===== config.mk =====
export PLATFORM = sky130hd
export DESIGN_NAME = ptst_queue
export DESIGN_NICKNAME = d
export VERILOG_FILES = /design/src/ptst_pkg.sv /design/src/ptst_queue.sv
export SDC_FILE = /design/constraint.sdc
export NUM_CORES = 1
export LEC_CHECK = 0
export ABC_AREA = 1
export BUFFER_PORTS_ARGS = -buffer_cell sky130_fd_sc_hd__buf_2
export CAP_MARGIN = 20
export CORE_MARGIN = 4
export CORE_UTILIZATION = 47
export DETAILED_ROUTE_END_ITERATION = 10
export PLACE_DENSITY = 0.8
export SLEW_MARGIN = 40
export SYNTH_ARGS = -nofsm -noshare
export SYNTH_HDL_FRONTEND = slang
export SYNTH_SLANG_ARGS = --single-unit

===== constraint.sdc =====
create_clock -name clk -period 8.5 [get_ports clk]
set_input_delay 0.85 -clock clk [delete_from_list [all_inputs] [get_ports clk]]
set_output_delay 0.85 -clock clk [all_outputs]
set_load 0.005 [all_outputs]

===== src/ptst_pkg.sv =====
// Shared types and constants of the peer table block.
package ptst_pkg;

  localparam int PEERS = 16;
  localparam int IDX_W = $clog2(PEERS);
  localparam int CNT_W = $clog2(PEERS + 1);
  localparam logic [31:0] TIMEOUT_RESET = 32'd30000;
  localparam int QDEPTH = 2;

  // Reply kinds.
  localparam logic [2:0] KIND_NONE    = 3'd0;
  localparam logic [2:0] KIND_REG_ACK = 3'd1;
  localparam logic [2:0] KIND_REG_REJ = 3'd2;
  localparam logic [2:0] KIND_DAT_ACK = 3'd3;
  localparam logic [2:0] KIND_PONG    = 3'd4;

  // Status codes.
  localparam logic [2:0] ST_OK      = 3'd0;
  localparam logic [2:0] ST_SHORT   = 3'd1;
  localparam logic [2:0] ST_SPOOF   = 3'd2;
  localparam logic [2:0] ST_UNKNOWN = 3'd3;
  localparam logic [2:0] ST_FULL    = 3'd4;
  localparam logic [2:0] ST_TIMEOUT = 3'd5;

  // Message types.
  localparam logic [1:0] MT_REG  = 2'd0;
  localparam logic [1:0] MT_DATA = 2'd1;
  localparam logic [1:0] MT_PING = 2'd2;

  // Classified operation handed from front to back.
  typedef enum logic [2:0] {
    OP_IMMED = 3'd0,  // result known in the front, apart from the peer count
    OP_REG   = 3'd1,
    OP_DATA  = 3'd2,
    OP_SWEEP = 3'd3
  } op_t;

  typedef struct packed {
    op_t         op;
    logic [2:0]  status;
    logic [2:0]  kind;
    logic [47:0] mac;
    logic [63:0] topic;
    logic [7:0]  seq;
    logic [31:0] now;
  } cmd_t;

  typedef struct packed {
    logic [2:0]  reply_kind;
    logic [47:0] reply_mac;
    logic [7:0]  reply_seq;
    logic [2:0]  status;
    logic [3:0]  peer_index;
    logic [4:0]  peer_count;
    logic [31:0] rx_count;
    logic [31:0] missed_count;
    logic        last;
  } res_t;

  typedef struct packed {
    logic [47:0] mac;
    logic [63:0] topic;
    logic [31:0] seen;
    logic [7:0]  last_seq;
    logic [31:0] rx;
    logic [31:0] missed;
  } entry_t;

endpackage


===== src/ptst_queue.sv =====
// Short command queue between front and back.
module ptst_queue import ptst_pkg::*; (
  input  logic clk,
  input  logic rst_n,
  input  logic wr_valid,
  output logic wr_ready,
  input  cmd_t wr_data,
  output logic rd_valid,
  input  logic rd_ready,
  output cmd_t rd_data
);

  localparam int PW = $clog2(QDEPTH);

  cmd_t          mem_r [QDEPTH];
  logic [PW-1:0] wp_r, rp_r;
  logic [PW:0]   cnt_r;

  assign wr_ready = (cnt_r != (PW+1)'(QDEPTH));
  assign rd_valid = (cnt_r != '0);
  assign rd_data  = mem_r[rp_r];

  // write payload
  always_ff @(posedge clk) begin
    if (wr_valid && wr_ready) begin
      mem_r[wp_r] <= wr_data;
    end
  end

  // advance pointers
  always_ff @(posedge clk) begin
    if (!rst_n) begin
      wp_r  <= '0;
      rp_r  <= '0;
      cnt_r <= '0;
    end else begin
      if (wr_valid && wr_ready) wp_r <= wp_r + 1'b1;
      if (rd_valid && rd_ready) rp_r <= rp_r + 1'b1;
      cnt_r <= cnt_r + (PW+1)'(wr_valid && wr_ready) - (PW+1)'(rd_valid && rd_ready);
    end
  end

endmodule


==> reports/metrics.yaml <==
post_cts_buffers: 0
first_iter_violations: 543
finalHoldViolCount: 0
skew_ps: 8.71
avgSynthCellArea_um2: 22.7
wirelength_met1_mm: 8.93
instances_no_fill: 1242
vias: 6141
finalInstanceArea_um2: 15200
rrSetupSlack_ps: 6060
synth_nets: 703
grt-ovfl-total: 0
power.leakage_uw: 0.00589
synth_edf_count: 322
cpPeakStageDelay_ps: 730
crit_type: "reg -> out"
path_cells: "buf_6, mux2_2, buf_2"
track_usage_pct: 16.0
post_dp_cell_area_um2: 14200
ys_types: 13
ys.flop_type: "edfxtp_1"
drv_slew: 0
synthArstFlopShare_pct: 0
final_util_pct: 60.0
finalNetCount: 1052
cts_resized: 0
start_util_pct: 48.1
cts_buffers: 31
period_needed_ps: 3430
num_rows: 58
drc: 0
synth_seq_area_share_pct: 80.0
io_pins: 328
cts_sinks: 327
max_clock_freq_mhz: 292
syn_area_um2: 12200
crit_buf_inv: 2
cts_tree: "built"
max-slew-margin-rel_pct: 46.0
cts_hold_buf: 0
period_share_pct: 40.3
grt_pass1_wl_mm: 35.6
ys_ff_latch: 327
numPortBuffers: 327
antenna_left: 0
slowest_stage: "dfxtp_4"
placed_cells: 1182
grt_pass1_vias: 6385
post_drt_wl_per_cell_um: 19.5
required_ps: 7650
root_buffer: "clkbuf_16"
gp_congestion: 0.780
tns_ps: 0
yosysMostFrequentCell: "edfxtp_1"
fillerInstances: 1866
regArea_um2: 9770
die_area_um2: 28600
arrival_ps: 2580
grt_max_degree: 74
syn_inst: 537
clk_pin_slew_worst_paths_ps: 60
crit_family: "buffers and inverters"
p_per_area_nw_per_um2: 293
synth_warnings: 0
syn_to_final_growth_pct: 24.8
multi_input_area_um2: 2270
vdd_drop_max_mv: 0.191
maxCapViolCount: 0
die_h_um: 169
antenna_found_initial: 6
dp_hpwl_mm: 16.3
netlist_top_cells_count: "322 x edfxtp_1, 90 x mux2_4, 71 x mux2_2"
first_pass_iters: 4
finalSetupViolations: 0
end_kind: "primary output"
hold_class: "in -> reg"
synth_top_area_share_pct: 79.2
rsz0062_at_grt: "false"
clock_latency_ps: 540
path_max_fanout: 62
wl_met3_mm: 2.22
synth_top_cells_by_area: "edfxtp_1 79%, mux2_4 11%, mux2_2 6.5%, buf_6 1.0%, dfxtp_1 0.82%"
dr_wl_met2_mm: 12.4
cts_max_level: 1
tightest_slew_ps: 811
vias_per_cell: 4.94
critPathLaunchType: "register"
drive_gt1_share_pct: 60.0
drt-total-wl_mm: 24.2
die_w_um: 169
core_area_um2: 25400
yosys.area.top_type: "edfxtp_1"
status: "finished, final reports clean"
top_layer_used: "met5"
ctsLongestPathBuffers: 3
## power by group
group,leakage [uW],switching [uW],internal [uW]
Clock,0.000509,551,805
Combinational,0.00233,469,523
Sequential,0.00305,78.7,2050
## final cells by class
class,count,share of cell area [%]
Timing Repair Buffer,334,11.4
Clock inverter,20,1.32
Tap cell,330,2.71
Clock buffer,37,5.37
Inverter,7,0.172
Sequential cell,327,64.1
Multi-Input combinational cell,185,14.9
Antenna cell,2,0.0328
## logic make-up (layout without fill, tap and decap cells)
logic type / count (synthesis) / count (layout) / share of synthesized area, %
other: 0 / 2 / 0
adder cells (fa/ha/maj): 1 / 1 / 0.102
flip-flops: 327 / 327 / 80.0
XOR/XNOR: 1 / 1 / 0.0717
AND/OR/NAND/NOR: 21 / 21 / 0.656
buffers and inverters: 25 / 398 / 1.52
multiplexers: 161 / 161 / 17.6
AO/OA/AOI/OAI: 1 / 1 / 0.0409
## routing by layer
layer  track usage [%]  up-vias
met3              4.66       43
met4              4.97        8
met5                 0        -
met1              19.1     3014
met2              28.2      262
li1                  -     2814
## per-stage QoR
stage | hold WS, ps | setup slack (ps) | power [uW]
after global routing | 451 | 4940 | 4690
after CTS | 455 | 5000 | 4530
after floorplan | 467 | 111 | 2820
final | 490 | 5070 | 4470
after detailed placement | 498 | 5410 | 3160
after global placement | 481 | 5340 | 3130
## state kept, by name (all words and copies together), names as in the netlist, named ones only
signal / cells
rp_r: 1
wp_r: 1
cnt_r: 2
mem_r: 322
## layout by cell type, fill, tap and decap left out, drive strengths merged
cell type    n
nor2         9
dfxtp        5
nand3        1
inv          8
mux2       161
clkinv      15
ha           1
diode        2
clkbuf      37
buf        334
xnor2        1
a21oi        1
edfxtp     322
bufinv       4
nand2       11
## final timing paths
path	start	end	cells past startpoint
worst max register to register	cnt_r[0]	mem_r[1][122]	5
worst max-delay path	register	rd_data[12]	3
worst min-delay path	wr_data[30]	mem_r[1][30]	1
worst min register to register	rp_r	register	2
Note: power is estimated with default switching activity, not from simulation.
