## config.mk

```make
export PLATFORM = sky130hd
export DESIGN_NAME = ptst_front_flat
export DESIGN_NICKNAME = d
export VERILOG_FILES = /design/src/ptst_pkg.sv /design/src/ptst_if.sv /design/src/ptst_front.sv /design/src/flat_wrapper.sv
export SDC_FILE = /design/constraint.sdc
export NUM_CORES = 1
export LEC_CHECK = 0
export BUFFER_PORTS_ARGS = -buffer_cell sky130_fd_sc_hd__buf_4
export CORE_AREA = 2 2 143 145
export DETAILED_ROUTE_END_ITERATION = 8
export DIE_AREA = 0 0 145 147
export MAX_ROUTING_LAYER = met4
export PLACE_DENSITY_LB_ADDON = 0.15
export SYNTH_ARGS = -nofsm -noshare
export SYNTH_HDL_FRONTEND = slang
export SYNTH_SLANG_ARGS = --single-unit
```

## constraint.sdc

```tcl
create_clock -name vclk -period 4.1
set_input_delay 0.41 -clock vclk [all_inputs]
set_output_delay 0.41 -clock vclk [all_outputs]
set_load 0.005 [all_outputs]
```

## src/ptst_pkg.sv

```systemverilog
// Shared types and constants of the peer table block.
package ptst_pkg;

  localparam int PEERS = 16;
  localparam int IDX_W = $clog2(PEERS);
  localparam int CNT_W = $clog2(PEERS + 1);
  localparam logic [31:0] TIMEOUT_RESET = 32'd30000;
  localparam int QDEPTH = 2;

  // Reply kinds.
  localparam logic [2:0] KIND_NONE    = 3'd0;
  localparam logic [2:0] KIND_REG_ACK = 3'd1;
  localparam logic [2:0] KIND_REG_REJ = 3'd2;
  localparam logic [2:0] KIND_DAT_ACK = 3'd3;
  localparam logic [2:0] KIND_PONG    = 3'd4;

  // Status codes.
  localparam logic [2:0] ST_OK      = 3'd0;
  localparam logic [2:0] ST_SHORT   = 3'd1;
  localparam logic [2:0] ST_SPOOF   = 3'd2;
  localparam logic [2:0] ST_UNKNOWN = 3'd3;
  localparam logic [2:0] ST_FULL    = 3'd4;
  localparam logic [2:0] ST_TIMEOUT = 3'd5;

  // Message types.
  localparam logic [1:0] MT_REG  = 2'd0;
  localparam logic [1:0] MT_DATA = 2'd1;
  localparam logic [1:0] MT_PING = 2'd2;

  // Classified operation handed from front to back.
  typedef enum logic [2:0] {
    OP_IMMED = 3'd0,  // result known in the front, apart from the peer count
    OP_REG   = 3'd1,
    OP_DATA  = 3'd2,
    OP_SWEEP = 3'd3
  } op_t;

  typedef struct packed {
    op_t         op;
    logic [2:0]  status;
    logic [2:0]  kind;
    logic [47:0] mac;
    logic [63:0] topic;
    logic [7:0]  seq;
    logic [31:0] now;
  } cmd_t;

  typedef struct packed {
    logic [2:0]  reply_kind;
    logic [47:0] reply_mac;
    logic [7:0]  reply_seq;
    logic [2:0]  status;
    logic [3:0]  peer_index;
    logic [4:0]  peer_count;
    logic [31:0] rx_count;
    logic [31:0] missed_count;
    logic        last;
  } res_t;

  typedef struct packed {
    logic [47:0] mac;
    logic [63:0] topic;
    logic [31:0] seen;
    logic [7:0]  last_seq;
    logic [31:0] rx;
    logic [31:0] missed;
  } entry_t;

endpackage

```

## src/ptst_if.sv

```systemverilog
// Valid/ready channel interfaces for input items and results.
interface ptst_in_if import ptst_pkg::*; ();
  logic        valid;
  logic        ready;
  logic        func;
  logic        frame_short;
  logic [47:0] src_mac;
  logic [47:0] msg_mac;
  logic [1:0]  msg_type;
  logic [63:0] topic_key;
  logic [7:0]  sequence_req;
  logic [31:0] now_ms;
  modport source (output valid, func, frame_short, src_mac, msg_mac, msg_type,
                  topic_key, sequence_req, now_ms, input ready);
  modport sink (input valid, func, frame_short, src_mac, msg_mac, msg_type,
                topic_key, sequence_req, now_ms, output ready);
endinterface


```

## src/ptst_front.sv

```systemverilog
// Front end: check frames and classify them into table commands.
module ptst_front import ptst_pkg::*; (
  input  logic   rst_n,
  ptst_in_if.sink in_ch,
  output logic   cmd_valid,
  input  logic   cmd_ready,
  output cmd_t   cmd
);

  always_comb begin
    cmd        = '0;
    cmd.op     = OP_IMMED;
    cmd.mac    = in_ch.src_mac;
    cmd.topic  = in_ch.topic_key;
    cmd.seq    = in_ch.sequence_req;
    cmd.now    = in_ch.now_ms;
    cmd.status = ST_OK;
    cmd.kind   = KIND_NONE;
    // classify: sweep first, then short, then spoof, then by type
    if (in_ch.func) begin
      cmd.op = OP_SWEEP;
    end else if (in_ch.frame_short) begin
      cmd.status = ST_SHORT;
    end else if (in_ch.msg_mac != in_ch.src_mac) begin
      cmd.status = ST_SPOOF;
    end else begin
      case (in_ch.msg_type)
        MT_REG:  cmd.op = OP_REG;
        MT_DATA: cmd.op = OP_DATA;
        MT_PING: cmd.kind = KIND_PONG;
        default: cmd.status = ST_UNKNOWN;
      endcase
    end
  end

  assign cmd_valid   = in_ch.valid & rst_n;
  assign in_ch.ready = cmd_ready & rst_n;

endmodule

```

## src/flat_wrapper.sv

```systemverilog
// flat-port wrapper written by rule: the top's interface ports become plain ports
module ptst_front_flat import ptst_pkg::*;
  (rst_n, cmd_valid, cmd_ready, cmd, in_ch_valid, in_ch_func, in_ch_frame_short, in_ch_src_mac, in_ch_msg_mac, in_ch_msg_type, in_ch_topic_key, in_ch_sequence_req, in_ch_now_ms, in_ch_ready);
  ptst_in_if in_ch_i ();
  input  logic rst_n;
  output logic cmd_valid;
  input  logic cmd_ready;
  output cmd_t cmd;
  input wire logic [$bits(in_ch_i.valid)-1:0] in_ch_valid;
  input wire logic [$bits(in_ch_i.func)-1:0] in_ch_func;
  input wire logic [$bits(in_ch_i.frame_short)-1:0] in_ch_frame_short;
  input wire logic [$bits(in_ch_i.src_mac)-1:0] in_ch_src_mac;
  input wire logic [$bits(in_ch_i.msg_mac)-1:0] in_ch_msg_mac;
  input wire logic [$bits(in_ch_i.msg_type)-1:0] in_ch_msg_type;
  input wire logic [$bits(in_ch_i.topic_key)-1:0] in_ch_topic_key;
  input wire logic [$bits(in_ch_i.sequence_req)-1:0] in_ch_sequence_req;
  input wire logic [$bits(in_ch_i.now_ms)-1:0] in_ch_now_ms;
  output wire logic [$bits(in_ch_i.ready)-1:0] in_ch_ready;
  assign in_ch_i.valid = in_ch_valid;
  assign in_ch_i.func = in_ch_func;
  assign in_ch_i.frame_short = in_ch_frame_short;
  assign in_ch_i.src_mac = in_ch_src_mac;
  assign in_ch_i.msg_mac = in_ch_msg_mac;
  assign in_ch_i.msg_type = in_ch_msg_type;
  assign in_ch_i.topic_key = in_ch_topic_key;
  assign in_ch_i.sequence_req = in_ch_sequence_req;
  assign in_ch_i.now_ms = in_ch_now_ms;
  assign in_ch_ready = in_ch_i.ready;
  ptst_front u_core (.rst_n(rst_n), .in_ch(in_ch_i), .cmd_valid(cmd_valid), .cmd_ready(cmd_ready), .cmd(cmd));
endmodule
```

==> flow_metrics.tcl, run 1 <==
set metrics [dict create \
    run_status "completed" \
    hold_path_class "input port to output port" \
    share_of_post_route_cells_with_drive_strength_above_1 0.661 \
    first_iter_violations 13 \
    grt_overflow_total 0 \
    die_height_um 147 \
    synthesized_area_fraction_occupied_by_ao_oa_aoi_and_oai_cells 0.0155 \
    syn_area_per_cell_um2 7.59 \
    clock_buffers 0 \
    seq_cells 0 \
    critPathKind "input port to output port" \
    layout_commonest_cell "sky130_fd_sc_hd__buf_4" \
    post_cts.resized_instances 0 \
    ant_nets 0 \
    power.share.sequential 0 \
    gpl.final_weighted_congestion 0.646 \
    combined_area_of_the_multi_input_logic_cells_um2 612 \
    met3WireLength_um 589 \
    worst_margin_pin_slew_ps 571 \
    detail_route.drc_violations 0 \
    max_stage_delay_ps 580 \
    p_int_mw 0.118 \
    first_global_vias 1393 \
    dieArea_mm2 0.0213 \
    die-width_um 145 \
    syn_area_mm2 0.00178 \
    regArea_um2 0 \
    maxSlewHeadroom 0.616 \
    totalWireLength_mm 5.13 \
    path_max_fanout 2 \
    first_pass_grt_wire_length_mm 7.23 \
    cell_type_with_the_highest_occurrence_count_on_the_critical_path "sky130_fd_sc_hd__buf_4" \
    layout.cells.most_common_list "158 x sky130_fd_sc_hd__buf_4, 48 x sky130_fd_sc_hd__xor2_1, 12 x sky130_fd_sc_hd__nor4_1, 4 x sky130_fd_sc_hd__conb_1, 3 x sky130_fd_sc_hd__nand4_1" \
    rsz0062_at_grt "no" \
    clock_power_share 0 \
    final_setup_viols 0 \
    max_cap_violations 0 \
    grt_max_degree 6 \
    hold_violations 0 \
    cellLeakagePower_nw 1.03 \
    cp_data_required_time_ps 3690 \
    cpMaxStageDelayCell "sky130_fd_sc_hd__or4_1" \
    holdBufCountCts 0 \
    avgRoutedWirePerCell_um 10.1 \
    max_clock_freq_mhz 357 \
    main_combinational_cell_family_by_area_after_synthesis "buffers and inverters" \
    fin_setup_tns_ps 0 \
    antenna_found_initial 0 \
    critPathLaunchType "input port" \
    crit_path_cell_trace "buf_4 > xor2_1 > nor4_1 > nand4_1 > or4_1 > a21oi_1 > buf_4" \
    synthesis.yosys.warnings 0 \
    crit_arrival_ps 2400 \
    via_count 1247 \
    core_area_mm2 0.0198 \
    final_nets 448 \
    setup.worst_path.end_class "output port" \
    post_drt_via_cell_ratio 2.45 \
    filler_cell_count 2304 \
    vdd_drop_max_uv 22.3 \
    half_perimeter_wire_length_after_placement_mm 4.79 \
    finalCritPeriodShare 0.684 \
    netSwitchingPower_mw 0.0633 \
    initial_utilization 0.0895 \
    area_growth_pct 20.5 \
    wl_met2_mm 2.61 \
    yosys.area_share.xor_xnor 0.237 \
    netlist-cell-type-count 16 \
    met1_length_mm 1.56 \
    cpLargestDelayFamily "simple AND/OR/NAND/NOR gates" \
    cts_setup_buffers 0 \
    synthCells 234 \
    portBuffers 158 \
    layout_min_cycle_time_ps 2810 \
    yosys.area_share.simple 0.0839 \
    power.density_mw_per_mm2 84.5 \
    final_core_utilization 0.108 \
    rows 52 \
    synth_area_in_adders 0 \
    drt_pre_antenna_iters 2 \
    highest_layer "met4" \
    design.portCount 370 \
    ys_seq_area_frac 0 \
    hold_slack_ps 820 \
    grtUsageTotal 0.0430 \
    critical_path.n_buffers_inverters 2 \
    diodes 0 \
    drv_slew 0 \
    combinationalPowerShare 1.000 \
    yosys-mux-area-fraction 0 \
    power.switching_fraction 0.350 \
]
[synthesized netlist by cell type, types with 2 or more instances]
cell,instances,area (um2)
sky130_fd_sc_hd__a21o_1,2,15.0
sky130_fd_sc_hd__and2_1,2,12.5
sky130_fd_sc_hd__buf_4,156,1170
sky130_fd_sc_hd__nand4_1,3,18.8
sky130_fd_sc_hd__nor3_1,2,10.0
sky130_fd_sc_hd__nor4_1,12,75.1
sky130_fd_sc_hd__xor2_1,48,420
[path summary, 6_finish.rpt]
kind	start	cells after the start	slack (ps)	end
hold / removal	in_ch_now_ms[0]	0	820	cmd[0]
setup / recovery	in_ch_src_mac[44]	7	1290	cmd[155]
[through the flow]
stage                     instances  power (mW)  worst slack [ps]  instance area (um2)
final                           509       0.181              1290                 2140
after global routing            509       0.198              1060                 2140
after CTS                       509       0.185              1100                 2140
after detailed placement        509       0.184              1100                 2140
after global placement          509       0.185              1100                 2140
after floorplan                 237       0.161              2070                 1790
[final cells by class]
class	instances	area share
Timing Repair Buffer	158	0.554
Inverter	1	0.00175
Multi-Input combinational cell	80	0.286
Tap cell	270	0.158
[per-layer routing]
layer,global-route usage,vias up
met5,-,-
met4,0.0322,0
met3,0.0124,34
met2,0.0757,95
met1,0.0397,523
li1,-,595
[cells by family after synthesis]
| kind of cell | Yosys count |
|---|---|
| buffers and inverters | 157 |
| XOR/XNOR | 48 |
| AND/OR/NAND/NOR | 24 |
| AO/OA/AOI/OAI | 4 |
| other | 1 |
[power groups by stage]
stage                     logic (mW)  clock network [mW]  registers (mW)
after floorplan                0.161                   0               0
after global placement         0.185                   0               0
after detailed placement       0.184                   0               0
after CTS                      0.185                   0               0
after global routing           0.198                   0               0
final                          0.181                   0               0
(Power assumes the default switching activity.)
==> inputs of run 2 (changes only) <==
--- a/config.mk
+++ b/config.mk
@@ -6,9 +6,9 @@
 export NUM_CORES = 1
 export LEC_CHECK = 0
 export BUFFER_PORTS_ARGS = -buffer_cell sky130_fd_sc_hd__buf_4
-export CORE_AREA = 2 2 143 145
+export CORE_AREA = 2 2 144 146
 export DETAILED_ROUTE_END_ITERATION = 8
-export DIE_AREA = 0 0 145 147
+export DIE_AREA = 0 0 146 148
 export MAX_ROUTING_LAYER = met4
 export PLACE_DENSITY_LB_ADDON = 0.15
 export SYNTH_ARGS = -nofsm -noshare
==> constraint.sdc (replaced) <==
create_clock -name vclk -period 2.6
set_input_delay 0.26 -clock vclk [all_inputs]
set_output_delay 0.26 -clock vclk [all_outputs]
set_load 0.005 [all_outputs]
==> flow_metrics.tcl, run 2 <==
set metrics [dict create \
    synth.most_common_cell "sky130_fd_sc_hd__buf_4" \
    first_pass_grt_wire_length_mm 8.40 \
    half_perimeter_wire_length_after_placement_mm 5.68 \
    cts_setup_buffers 0 \
    antenna_found_initial 0 \
    die_height_um 148 \
    main_combinational_cell_family_by_area_after_synthesis "buffers and inverters" \
    holdBufCountCts 0 \
    yosys-mux-area-fraction 0 \
    share_of_the_synthesized_area_in_the_top_cell_type 0.660 \
    gpl.final_weighted_congestion 0.724 \
    rows 52 \
    initial_utilization 0.0886 \
    yosys.area_share.xor_xnor 0.237 \
    stop_error "[ERROR DRT-0255] Maze Route cannot find path of net in_ch_now_ms[5] in worker of routeBox ( 96600 0 ) ( 146000 48300 )." \
    stop_stage "detailed routing (5_2_route)" \
    design.portCount 370 \
    portBuffers 158 \
    grtUsageTotal 0.0516 \
    post-synth-top-area-cell "sky130_fd_sc_hd__buf_4" \
    netlist-cell-type-count 16 \
    ys_seq_area_frac 0 \
    grt_max_degree 6 \
    synthesis.yosys.warnings 0 \
    first_global_vias 1506 \
    grt_worst_setup_endpoint "cmd[155]" \
    post_cts.resized_instances 0 \
    synth_area_in_adders 0 \
    run_status "aborted with a tool error" \
    syn_area_per_cell_um2 7.59 \
    yosys.area_share.simple 0.0839 \
    synthCells 234 \
    grt_overflow_total 0 \
    syn_area_mm2 0.00178 \
    ys_top_cells_by_area "sky130_fd_sc_hd__buf_4 66%, sky130_fd_sc_hd__xor2_1 24%, sky130_fd_sc_hd__nor4_1 4.2%, sky130_fd_sc_hd__nand4_1 1.1%, sky130_fd_sc_hd__a21o_1 0.85%" \
    synthesized_area_fraction_occupied_by_ao_oa_aoi_and_oai_cells 0.0155 \
    die-width_um 146 \
    yosys-top-cells-count "156 x sky130_fd_sc_hd__buf_4, 48 x sky130_fd_sc_hd__xor2_1, 12 x sky130_fd_sc_hd__nor4_1, 3 x sky130_fd_sc_hd__nand4_1" \
    worstEpCategory "primary output" \
]
## run 2: cell counts after synthesis
Identical to the previous run, type by type.
## run 2: kinds of logic after synthesis
group,count (synthesis)
AO/OA/AOI/OAI,4
other,1
XOR/XNOR,48
AND/OR/NAND/NOR,24
buffers and inverters,157
## run 2: through the flow
stage | cells | instance area (um2) | setup WS [ps]
floorplan | 237 | 1790 | 872
global placement | 511 | 2150 | 33.9
detailed placement | 511 | 2150 | -1.07
CTS | 511 | 2150 | 2.78
global route | 511 | 2160 | 60.5
## run 2: per-layer routing
metal,GRT usage
met1,0.0398
met2,0.105
met3,0.0139
met4,0.0320
met5,-
==> inputs of run 3 (changes only) <==
--- a/config.mk
+++ b/config.mk
@@ -6,10 +6,9 @@
 export NUM_CORES = 1
 export LEC_CHECK = 0
 export BUFFER_PORTS_ARGS = -buffer_cell sky130_fd_sc_hd__buf_4
-export CORE_AREA = 2 2 144 146
+export CORE_AREA = 2 2 142 144
 export DETAILED_ROUTE_END_ITERATION = 8
-export DIE_AREA = 0 0 146 148
-export MAX_ROUTING_LAYER = met4
+export DIE_AREA = 0 0 144 146
 export PLACE_DENSITY_LB_ADDON = 0.15
 export SYNTH_ARGS = -nofsm -noshare
 export SYNTH_HDL_FRONTEND = slang
==> flow_metrics.tcl, run 3 (synthesized netlist as in run 1, its figures left out) <==
set metrics [dict create \
    cellLeakagePower_nw 1.05 \
    setup.worst_path.end_class "output port" \
    totalWireLength_mm 5.59 \
    diodes 0 \
    crit_path_cell_trace "buf_4 > xor2_1 > nor4_1 > buf_4 > nand4_1 > or4_1 > a21oi_1 > buf_4" \
    clock_power_share 0 \
    design.portCount 370 \
    hold_slack_ps 520 \
    area_growth_pct 22.3 \
    combinationalPowerShare 1.000 \
    filler_cell_count 2248 \
    detail_route.drc_violations 0 \
    power.density_mw_per_mm2 135 \
    layout_min_cycle_time_ps 2350 \
    post_cts.resized_instances 0 \
    cp_data_required_time_ps 2340 \
    seq_cells 0 \
    layout_commonest_cell "sky130_fd_sc_hd__buf_4" \
    critical_path.n_buffers_inverters 3 \
    crit_arrival_ps 2090 \
    final_nets 453 \
    initial_utilization 0.0918 \
    rows 51 \
    holdBufCountCts 0 \
    drt_pre_antenna_iters 2 \
    p_int_mw 0.189 \
    grt_overflow_total 0 \
    gpl.final_weighted_congestion 0.635 \
    finalCritPeriodShare 0.905 \
    fin_setup_tns_ps 0 \
    critPathLaunchType "input port" \
    netSwitchingPower_mw 0.104 \
    avgRoutedWirePerCell_um 11.0 \
    cpLargestDelayFamily "simple AND/OR/NAND/NOR gates" \
    place_ws_ps 152 \
    critPathKind "input port to output port" \
    via_count 1340 \
    max_stage_delay_ps 530 \
    hold_violations 0 \
    cpMaxStageDelayCell "sky130_fd_sc_hd__or4_1" \
    timing.final.ws_setup_ps 248 \
    hold_path_class "input port to output port" \
    cell_type_with_the_highest_occurrence_count_on_the_critical_path "sky130_fd_sc_hd__buf_4" \
    die-width_um 144 \
    clock_buffers 0 \
    vdd_drop_max_uv 38.8 \
    dieArea_mm2 0.0210 \
    path_max_fanout 2 \
    post_drt_via_cell_ratio 2.63 \
    max_cap_violations 0 \
    first_global_vias 1350 \
    final_core_utilization 0.112 \
    grtUsageTotal 0.0442 \
    first_pass_grt_wire_length_mm 7.15 \
    core_area_mm2 0.0193 \
    final_setup_viols 0 \
    cts_setup_buffers 0 \
    half_perimeter_wire_length_after_placement_mm 5.18 \
    run_status "completed" \
    ant_nets 0 \
    drv_slew 0 \
    first_iter_violations 6 \
    die_height_um 146 \
    power.switching_fraction 0.354 \
    max_clock_freq_mhz 425 \
    rsz0062_at_grt "no" \
    layout.cells.most_common_list "163 x sky130_fd_sc_hd__buf_4, 48 x sky130_fd_sc_hd__xor2_1, 12 x sky130_fd_sc_hd__nor4_1, 4 x sky130_fd_sc_hd__conb_1, 3 x sky130_fd_sc_hd__nand4_1" \
    antenna_found_initial 0 \
    portBuffers 158 \
    share_of_post_route_cells_with_drive_strength_above_1 0.668 \
    regArea_um2 0 \
    grt_max_degree 6 \
    power.share.sequential 0 \
]
-- run 3: final cells by class --
| class | count | area [um2] | area share |
|---|---|---|---|
| Timing Repair Buffer | 163 | 1220 | 0.564 |
| Tap cell | 265 | 332 | 0.153 |
| Inverter | 1 | 3.75 | 0.00173 |
| Multi-Input combinational cell | 80 | 612 | 0.282 |
-- run 3: per-layer routing --
| metal | vias to the layer above | wire length, um | track usage |
|---|---|---|---|
| li1 | 604 | - | - |
| met2 | 135 | 3090 | 0.0971 |
| met5 | - | 0 | 0 |
| met3 | 52 | 786 | 0.00987 |
| met4 | 0 | 397 | 0.0309 |
| met1 | 549 | 1320 | 0.0299 |
-- run 3: power groups by stage --
| stage | clock, mW | combinational (mW) | sequential [mW] |
|---|---|---|---|
| 2_1_floorplan | 0 | 0.254 | 0 |
| 3_3_place_gp | 0 | 0.303 | 0 |
| 3_5_place_dp | 0 | 0.299 | 0 |
| 4_1_cts | 0 | 0.301 | 0 |
| 5_1_grt | 0 | 0.320 | 0 |
| 6_report | 0 | 0.293 | 0 |
-- run 3: per-stage QoR --
step / std cells / cell area [um2] / power [mW]
6_report: 509 / 2170 / 0.293
5_1_grt: 509 / 2170 / 0.320
4_1_cts: 509 / 2170 / 0.301
3_5_place_dp: 509 / 2170 / 0.299
3_3_place_gp: 509 / 2170 / 0.303
2_1_floorplan: 237 / 1790 / 0.254
-- run 3: path summary, 6_finish.rpt --
kind	slack, ps	endpoint	depth (start not counted)	startpoint
max	250	cmd[155]	8	in_ch_src_mac[14]
min	520	cmd[1]	0	in_ch_now_ms[1]
==> inputs of run 4 (changes only) <==
--- a/config.mk
+++ b/config.mk
@@ -6,7 +6,7 @@
 export NUM_CORES = 1
 export LEC_CHECK = 0
 export BUFFER_PORTS_ARGS = -buffer_cell sky130_fd_sc_hd__buf_4
-export CORE_AREA = 2 2 142 144
+export CORE_AREA = 8 8 136 138
 export DETAILED_ROUTE_END_ITERATION = 8
 export DIE_AREA = 0 0 144 146
 export PLACE_DENSITY_LB_ADDON = 0.15
==> constraint.sdc (replaced) <==
create_clock -name vclk -period 2.8
set_input_delay 0.28 -clock vclk [all_inputs]
set_output_delay 0.28 -clock vclk [all_outputs]
set_load 0.005 [all_outputs]
==> flow_metrics.tcl, run 4 (synthesized netlist as in run 1, its figures left out) <==
set metrics [dict create \
    holdBufCountCts 0 \
    setup.worst_path.end_class "output port" \
    grtUsageTotal 0.0540 \
    avgRoutedWirePerCell_um 14.2 \
    cellLeakagePower_nw 1.03 \
    seq_cells 0 \
    grt_overflow_total 0 \
    antenna_found_initial 0 \
    dieArea_mm2 0.0210 \
    layout_commonest_cell "sky130_fd_sc_hd__buf_4" \
    gpl.final_weighted_congestion 0.760 \
    filler_cell_count 1879 \
    ant_nets 0 \
    timing.final.ws_setup_ps 327 \
    vdd_drop_max_uv 24.4 \
    maxSlewHeadroom 0.625 \
    share_of_post_route_cells_with_drive_strength_above_1 0.663 \
    first_iter_violations 9 \
    via_count 1304 \
    final_setup_viols 0 \
    power.density_mw_per_mm2 130 \
    hold_slack_ps 560 \
    first_global_vias 1495 \
    portBuffers 158 \
    instances_no_fill 460 \
    first_pass_grt_wire_length_mm 8.82 \
    final_nets 449 \
    totalWireLength_mm 6.51 \
    die_height_um 146 \
    max_stage_delay_ps 530 \
    cts_setup_buffers 0 \
    run_status "completed" \
    cell_type_with_the_highest_occurrence_count_on_the_critical_path "sky130_fd_sc_hd__buf_4" \
    drv_slew 0 \
    cp_data_required_time_ps 2520 \
    numPlacedInstances 460 \
    rows 47 \
    clock_buffers 0 \
    crit_arrival_ps 2190 \
    hold_path_class "input port to output port" \
    max_cap_violations 0 \
    grt_max_degree 6 \
    layout.cells.most_common_list "159 x sky130_fd_sc_hd__buf_4, 48 x sky130_fd_sc_hd__xor2_1, 12 x sky130_fd_sc_hd__nor4_1, 4 x sky130_fd_sc_hd__conb_1, 3 x sky130_fd_sc_hd__nand4_1" \
    post_cts.resized_instances 0 \
    critPathLaunchType "input port" \
    design.portCount 370 \
    regArea_um2 0 \
    diodes 0 \
    die-width_um 144 \
    hold_violations 0 \
    drt_pre_antenna_iters 3 \
    path_max_fanout 2 \
    post_drt_via_cell_ratio 2.83 \
    max_clock_freq_mhz 404 \
    rsz0062_at_grt "no" \
    area_growth_pct 17.4 \
    timing.hold.worst_path_depth 0 \
    combined_area_of_the_multi_input_logic_cells_um2 612 \
    cpMaxStageDelayCell "sky130_fd_sc_hd__nor4_1" \
    fin_setup_tns_ps 0 \
    crit_path_cell_trace "buf_4 > xor2_1 > nor4_1 > nand4_1 > or4_1 > a21oi_1 > buf_4" \
    core_area_mm2 0.0163 \
    initial_utilization 0.109 \
    half_perimeter_wire_length_after_placement_mm 6.11 \
    place_ws_ps 223 \
    detail_route.drc_violations 0 \
    critPathKind "input port to output port" \
    worst_margin_pin_slew_ps 557 \
    layout_min_cycle_time_ps 2470 \
    finalCritPeriodShare 0.883 \
]
## run 4: cell types whose count changed in the layout (fill, tap and decap cells not counted)
cell / change
sky130_fd_sc_hd__buf_4: -4
## run 4: path summary, 6_finish.rpt
check	from	slack, ps	end
max	in_ch_src_mac[41]	330	cmd[155]
min	in_ch_now_ms[12]	560	cmd[12]
## run 4: routing by layer
layer  vias up  share of wire  track usage  wire, um
met3        50           0.13       0.0207       875
met5         -              0            0         0
met2       113           0.57        0.113      3720
li1        597              -            -         -
met4         0          0.043       0.0258       282
met1       544           0.25       0.0405      1640
## run 4: area by class of cell
class,count,area share
repair buffers,159,0.573
multi-input cells,80,0.294
well taps,220,0.132
inverters,1,0.00180
## run 4: worst max-delay path, delay by kind of cell
kind            cells  cell delay [ps]
simple gates        3             1300
buf+inv             2              280
compound gates      1              190
xor+xnor            1              150
## run 4: per-stage QoR
| step | cell area [um2] | util | total power, mW |
|---|---|---|---|
| floorplan | 1790 | - | 0.235 |
| CTS | 2080 | 0.128 | 0.279 |
| global route | 2080 | 0.128 | 0.297 |
| global placement | 2080 | 0.128 | 0.280 |
| detailed placement | 2080 | 0.128 | 0.278 |
| finish | 2080 | 0.128 | 0.271 |
## run 4: power breakdown
part,leakage (nW),total (mW),switching [mW],internal [mW]
registers,0,0,0,0
clock network,0,0,0,0
logic,1.03,0.271,0.0985,0.172
total,1.03,0.271,0.0985,0.172
